===== src/hdl/nstp_pkg.sv =====
// Package for the nested slot time profiler: operation codes, register
// indexes, state types and fixed arithmetic constants.
// No dependencies.
package nstp_pkg;

    typedef enum logic [3:0] {
        OP_ENTER     = 4'd0,
        OP_LEAVE     = 4'd1,
        OP_BEGIN     = 4'd2,
        OP_END       = 4'd3,
        OP_TAKE_PEAK = 4'd4,
        OP_CLR_TOTAL = 4'd5,
        OP_RD_LAST   = 4'd6,
        OP_RD_TOTAL  = 4'd7,
        OP_RD_LTOT   = 4'd8,
        OP_RD_BUFS   = 4'd9,
        OP_RD_FRAMES = 4'd10
    } op_t;

    typedef enum logic [2:0] {
        ST_IDLE,
        ST_ACC,
        ST_PCT_GO,
        ST_PCT_WAIT,
        ST_SHARE_GO,
        ST_SHARE_WAIT,
        ST_EMIT,
        ST_READ
    } st_t;

    typedef enum logic [2:0] {
        U_IDLE,
        U_MUL0,
        U_MUL1,
        U_MUL2,
        U_CMP,
        U_DIV
    } ust_t;

    localparam int CFG_IDX_W  = 1;
    localparam int CFG_DATA_W = 18;
    localparam logic [CFG_IDX_W-1:0] CFG_ENABLE = 1'b0;
    localparam logic [CFG_IDX_W-1:0] CFG_RATE   = 1'b1;

    localparam int RATE_W   = 18;
    localparam int FRAMES_W = 16;
    localparam int STAMP_W  = 32;
    localparam int VALUE_W  = 48;
    localparam int DEPTH_W  = 6;
    localparam int PCT_W    = 16;
    localparam int B_W      = 26;  // 200 * sample rate
    localparam int C_W      = 36;  // frames * 1e6

    localparam logic [RATE_W-1:0]  RATE_RESET = 18'd44100;
    localparam logic [DEPTH_W-1:0] DEPTH_MAX  = 6'd63;
    localparam logic [PCT_W-1:0]   PCT_SAT    = 16'hFFFF;
    localparam logic [B_W-1:0]     PCT_SCALE  = 26'd200;
    localparam logic [C_W-1:0]     USEC       = 36'd1000000;

endpackage


===== src/hdl/nstp_pct_unit.sv =====
// Shared load percent unit: round(t * 100 * rate / (frames * 1e6)),
// saturated to 16 bits, by split multiply and restoring division.
// Depends on nstp_pkg.
module nstp_pct_unit #(
    parameter int TW = 32
) (
    input  logic                          aclk,
    input  logic                          aresetn,
    input  logic                          start_i,
    input  logic [TW-1:0]                 t_i,
    input  logic [nstp_pkg::FRAMES_W-1:0] frames_i,
    input  logic [nstp_pkg::RATE_W-1:0]   rate_i,
    output logic                          done_o,
    output logic [nstp_pkg::PCT_W-1:0]    pct_o
);

    localparam int NW   = TW + 27;
    localparam int LP_W = 24 + nstp_pkg::B_W;
    localparam int HP_W = TW - 24 + nstp_pkg::B_W;

    nstp_pkg::ust_t state_reg, state_next;

    logic [TW-1:0]                 t_reg;
    logic [nstp_pkg::FRAMES_W-1:0] f_reg;
    logic [nstp_pkg::RATE_W-1:0]   r_reg;
    logic [nstp_pkg::B_W-1:0]      b_reg;
    logic [nstp_pkg::C_W-1:0]      c_reg;
    logic [NW-1:0]                 num_reg, dsh_reg, dfull;
    logic [nstp_pkg::PCT_W-1:0]    q_reg, pct_reg;
    logic [3:0]                    k_reg;
    logic                          done_reg;
    logic                          ge;

    // Divisor is twice frames * 1e6, the rounding term is added to the product.
    assign dfull = NW'({c_reg, 1'b0});
    assign ge    = (num_reg >= dsh_reg);

    always_ff @(posedge aclk) begin
        if (!aresetn) begin
            state_reg <= nstp_pkg::U_IDLE;
        end else begin
            state_reg <= state_next;
        end
    end

    always_comb begin
        state_next = state_reg;
        unique case (state_reg)
            nstp_pkg::U_IDLE: if (start_i) state_next = nstp_pkg::U_MUL0;
            nstp_pkg::U_MUL0: state_next = nstp_pkg::U_MUL1;
            nstp_pkg::U_MUL1: state_next = nstp_pkg::U_MUL2;
            nstp_pkg::U_MUL2: state_next = nstp_pkg::U_CMP;
            nstp_pkg::U_CMP: begin
                if (num_reg >= (dfull << 16)) state_next = nstp_pkg::U_IDLE;
                else state_next = nstp_pkg::U_DIV;
            end
            nstp_pkg::U_DIV: if (k_reg == 4'd0) state_next = nstp_pkg::U_IDLE;
            default: state_next = nstp_pkg::U_IDLE;
        endcase
    end

    always_ff @(posedge aclk) begin
        if (!aresetn) begin
            done_reg <= 1'b0;
        end else begin
            done_reg <= 1'b0;
            case (state_reg)
                nstp_pkg::U_CMP: if (num_reg >= (dfull << 16)) done_reg <= 1'b1;
                nstp_pkg::U_DIV: if (k_reg == 4'd0) done_reg <= 1'b1;
                default: ;
            endcase
        end
    end

    always_ff @(posedge aclk) begin
        case (state_reg)
            nstp_pkg::U_IDLE: begin
                t_reg <= t_i;
                f_reg <= frames_i;
                r_reg <= rate_i;
            end
            nstp_pkg::U_MUL0: begin
                b_reg <= nstp_pkg::B_W'(r_reg) * nstp_pkg::PCT_SCALE;
                c_reg <= nstp_pkg::C_W'(f_reg) * nstp_pkg::USEC;
            end
            nstp_pkg::U_MUL1: begin
                num_reg <= NW'(LP_W'(t_reg[23:0]) * LP_W'(b_reg)) + NW'(c_reg);
            end
            nstp_pkg::U_MUL2: begin
                num_reg <= num_reg + (NW'(HP_W'(t_reg[TW-1:24]) * HP_W'(b_reg)) << 24);
            end
            nstp_pkg::U_CMP: begin
                pct_reg <= nstp_pkg::PCT_SAT;
                dsh_reg <= dfull << 15;
                k_reg   <= 4'd15;
                q_reg   <= '0;
            end
            nstp_pkg::U_DIV: begin
                if (ge) num_reg <= num_reg - dsh_reg;
                q_reg   <= {q_reg[nstp_pkg::PCT_W-2:0], ge};
                pct_reg <= {q_reg[nstp_pkg::PCT_W-2:0], ge};
                dsh_reg <= dsh_reg >> 1;
                k_reg   <= k_reg - 4'd1;
            end
            default: ;
        endcase
    end

    assign done_o = done_reg;
    assign pct_o  = pct_reg;

endmodule


===== config.mk =====
export PLATFORM = sky130hd
export DESIGN_NAME = nstp_pct_unit
export DESIGN_NICKNAME = d
export VERILOG_FILES = /design/src/hdl/nstp_pkg.sv /design/src/hdl/nstp_pct_unit.sv
export SDC_FILE = /design/constraint.sdc
export NUM_CORES = 2
export LEC_CHECK = 0
export BUFFER_PORTS_ARGS = -buffer_cell sky130_fd_sc_hd__buf_4
export CORE_MARGIN = 2
export CORE_UTILIZATION = 55
export CTS_BUF_LIST = sky130_fd_sc_hd__clkbuf_8
export DETAILED_ROUTE_END_ITERATION = 6
export PLACE_DENSITY = 0.67
export SETUP_SLACK_MARGIN = 0.4
export SKIP_CTS_REPAIR_TIMING = 1
export SLEW_MARGIN = 20
export SYNTH_ARGS = -nofsm -noshare
export SYNTH_HDL_FRONTEND = slang
export SYNTH_SLANG_ARGS = --single-unit

===== constraint.sdc =====
create_clock -name aclk -period 12.9 [get_ports aclk]
set_input_delay 1.29 -clock aclk [delete_from_list [all_inputs] [get_ports aclk]]
set_output_delay 1.29 -clock aclk [all_outputs]
set_load 0.05 [all_outputs]

==> metrics <==
outcome finished with violations; failing checks DRC; first-pass GRT wire length 186000 um; Num CTS Buffers 54; total via count in the routed design 33.5k; number of H-tree levels 2; most frequent CP cell fa_1; Iter 0 DRT Violations 2067; number of flip-flops under the largest register name 59; grt total ovfl 0; worst setup skew after layout 0.0764 ns; FMAX 96.3 MHz; row count 104; clock transition at the registers of the reported paths 0.08 ns; fraction of final layout cells sized beyond drive strength 1 5.11%; Starting Density 55.7%; count of max-cap constraint violations 0; TritonCTS clock tree done; relative slew slack 22.7%; final setup violation count 0; Arr. time, crit path 10.84 ns; startpoint of the most critical setup path b_reg[14]$_DFFE_PP_; Final HPWL DP 91100 um; number of fill cells 7086; die outline area 0.0842 mm^2; Avg Cell Area, Syn 9.32 um^2; number of I/O port buffers 85; initial antenna violation count 5; worst min-delay path class reg -> reg; Cell Area, Synth 0.0450 mm^2; total negative slack 0 ns; launching element type of the critical path register; final weighted congestion in routability-driven placement 0.942; synth warn 0; largest cells by area after synthesis fa_1, edfxtp_1, ha_1, inv_1, nand2_1; CP endpoint kind register; dominant cell type by area after synthesis fa_1; Final Net Count 6092; vias per inst 5.63; share of synthesized registers carrying an async set or reset 0%; r2r setup slk 2.51 ns; Overall Global Routing Usage 27.8%; die height 290 um; transition time of the tightest slew-check pin 1.16 ns; master cell of the clock root buffer clkbuf_8; placeable core area 0.0808 mm^2; period utilisation layout 80.5%; post-detailed-route DRC marker count 9; via count of the first global-routing pass 34.6k; unrepaired setup endpoints after global routing no; synthesized flop and latch total 269; post-route minimum period 10.39 ns; number of nets with antenna violations after routing 0; number of distinct library cell variants in the gate-level netlist after synthesis 79; delay contributed by the slowest stage of the critical path 0.84 ns; DIE WIDTH 290 um; net count after synthesis 6089; CP max FO 32; detailed-routing iteration count for the pre-antenna-repair pass 7; total number of clock tree sinks 269; max-slew violation count 0; CP Class reg -> reg; number of enable-type register cells in the synthesized netlist 265; gate count after technology mapping 4832; insertion delay of the later-clocked pin in the worst-skew pair 0.73 ns; sequential cell area fraction in the yosys report 17.8%; worst reg2reg path startpoint b_reg[14]$_DFFE_PP_; slowest stage cell on the critical path edfxtp_1; data required time of the critical path 13.35 ns; dominant synthesized flop cell edfxtp_1; total routed wirelength 114000 um; WL/cell 19.2 um; top cell type's share of synthesized area 29.2%; P&R area growth vs syn 6.25%; Hold Fails Final Rpt 0; largest net degree at the start of global routing 93; largest buffer count on any clock path 3; top-level port count 86; hold_sp r_reg[1]$_DFFE_PP_
cell usage in the layout, fill, tap and decap left out, types with 27 or more instances in the layout:
cell type	count
ha_1	532
edfxtp_1	265
xor2_1	85
nor3_1	34
o21ai_0	149
xnor2_1	142
inv_1	919
a21o_1	117
o21bai_1	32
fa_1	656
nand2_1	578
a21oi_1	208
o21a_1	27
and3_1	42
nor2_1	133
clkbuf_8	54
and2_1	326
nand2b_1	44
buf_4	140
nand3_1	48
worst max-delay path: cells and delay by family, from the launching register on:
kind	cells	cell delay, ns
buffers and inverters	6	0.30
DFF	1	0.84
xor gates and xnor gates	2	0.28
AOI/OAI and AO/OA	17	3.67
and+or+nand+nor	4	0.79
adders and majority gates	9	4.19
routing by layer:
metal | part of all wire (%) | global-route usage, % | up-vias
met5 | 0.016 | 0 | -
met4 | 3.4 | 9.01 | 2
met3 | 6.2 | 3.87 | 205
met2 | 48 | 46.1 | 956
met1 | 43 | 38.0 | 16800
li1 | - | - | 15500
synthesized netlist by cell type (5+ instances only):
cell	count
inv_1	903
fa_1	656
nand2_1	579
ha_1	532
and2_1	327
edfxtp_1	265
a21oi_1	209
clkbuf_1	191
o21ai_0	149
xnor2_1	142
nor2_1	133
a21o_1	117
xor2_1	85
nand3_1	48
nand2b_1	44
and3_1	42
nor3_1	35
o21bai_1	32
o21a_1	27
a211oi_1	24
nand4_1	24
o22ai_1	24
a31oi_1	23
nor2b_1	22
a22oi_1	15
nor4_1	13
a211o_1	11
o211ai_1	11
o31ai_1	11
or3_1	10
a311oi_1	9
o21ai_1	9
a21boi_0	8
o221ai_1	8
or2_2	7
nor3b_1	6
o31a_1	5
o41ai_1	5
path summary, 6_finish.rpt:
path / endpoint / cells after the start
worst min-delay path: b_reg[4]$_DFFE_PP_ / 0
worst max-delay path: num_reg[46]$_DFFE_PP_ / 38
worst max register to register: num_reg[46]$_DFFE_PP_ / 38
worst min register to register: b_reg[4]$_DFFE_PP_ / 0
cells by family (layout without fill, tap and decap cells):
| logic type | count (synthesis) | count (layout) | synth area share (%) |
|---|---|---|---|
| and+or+nand+nor | 1312 | 1312 | 14.2 |
| adders and majority gates | 1188 | 1188 | 43.9 |
| buffers and inverters | 1098 | 1142 | 9.17 |
| AOI/OAI and AO/OA | 737 | 737 | 10.4 |
| DFF | 269 | 269 | 17.8 |
| xor gates and xnor gates | 227 | 227 | 4.41 |
| muxes | 1 | 1 | 0.0222 |
| other | 0 | 1 | 0 |
final cells by class:
class | count | area, um^2 | area share, %
repair buffers | 142 | 1090 | 2.28
multi-input cells | 3465 | 32900 | 68.8
inverters | 903 | 3390 | 7.08
well taps | 1060 | 1330 | 2.77
flip-flops and latches | 269 | 8040 | 16.8
clock inverters | 43 | 347 | 0.724
diodes | 1 | 2.50 | 0.00523
clock buffers | 54 | 743 | 1.55
through the flow:
stage | setup slack [ns] | hold WS, ns | cells | utilization [%] | area, um^2
floorplan | 3.64 | 0.461 | 4832 | - | 45000
detailed placement | 2.59 | 0.485 | 5838 | 57.9 | 46800
global placement | 2.66 | 0.481 | 5837 | 57.8 | 46700
global route | 1.77 | 0.499 | 5937 | 59.2 | 47900
finish | 2.51 | 0.493 | 5937 | 59.2 | 47900
CTS | 2.53 | 0.498 | 5935 | 59.2 | 47800
Power is not shown: default switching activity piles up to over one toggle a cycle in this logic, so the estimate is an artifact.
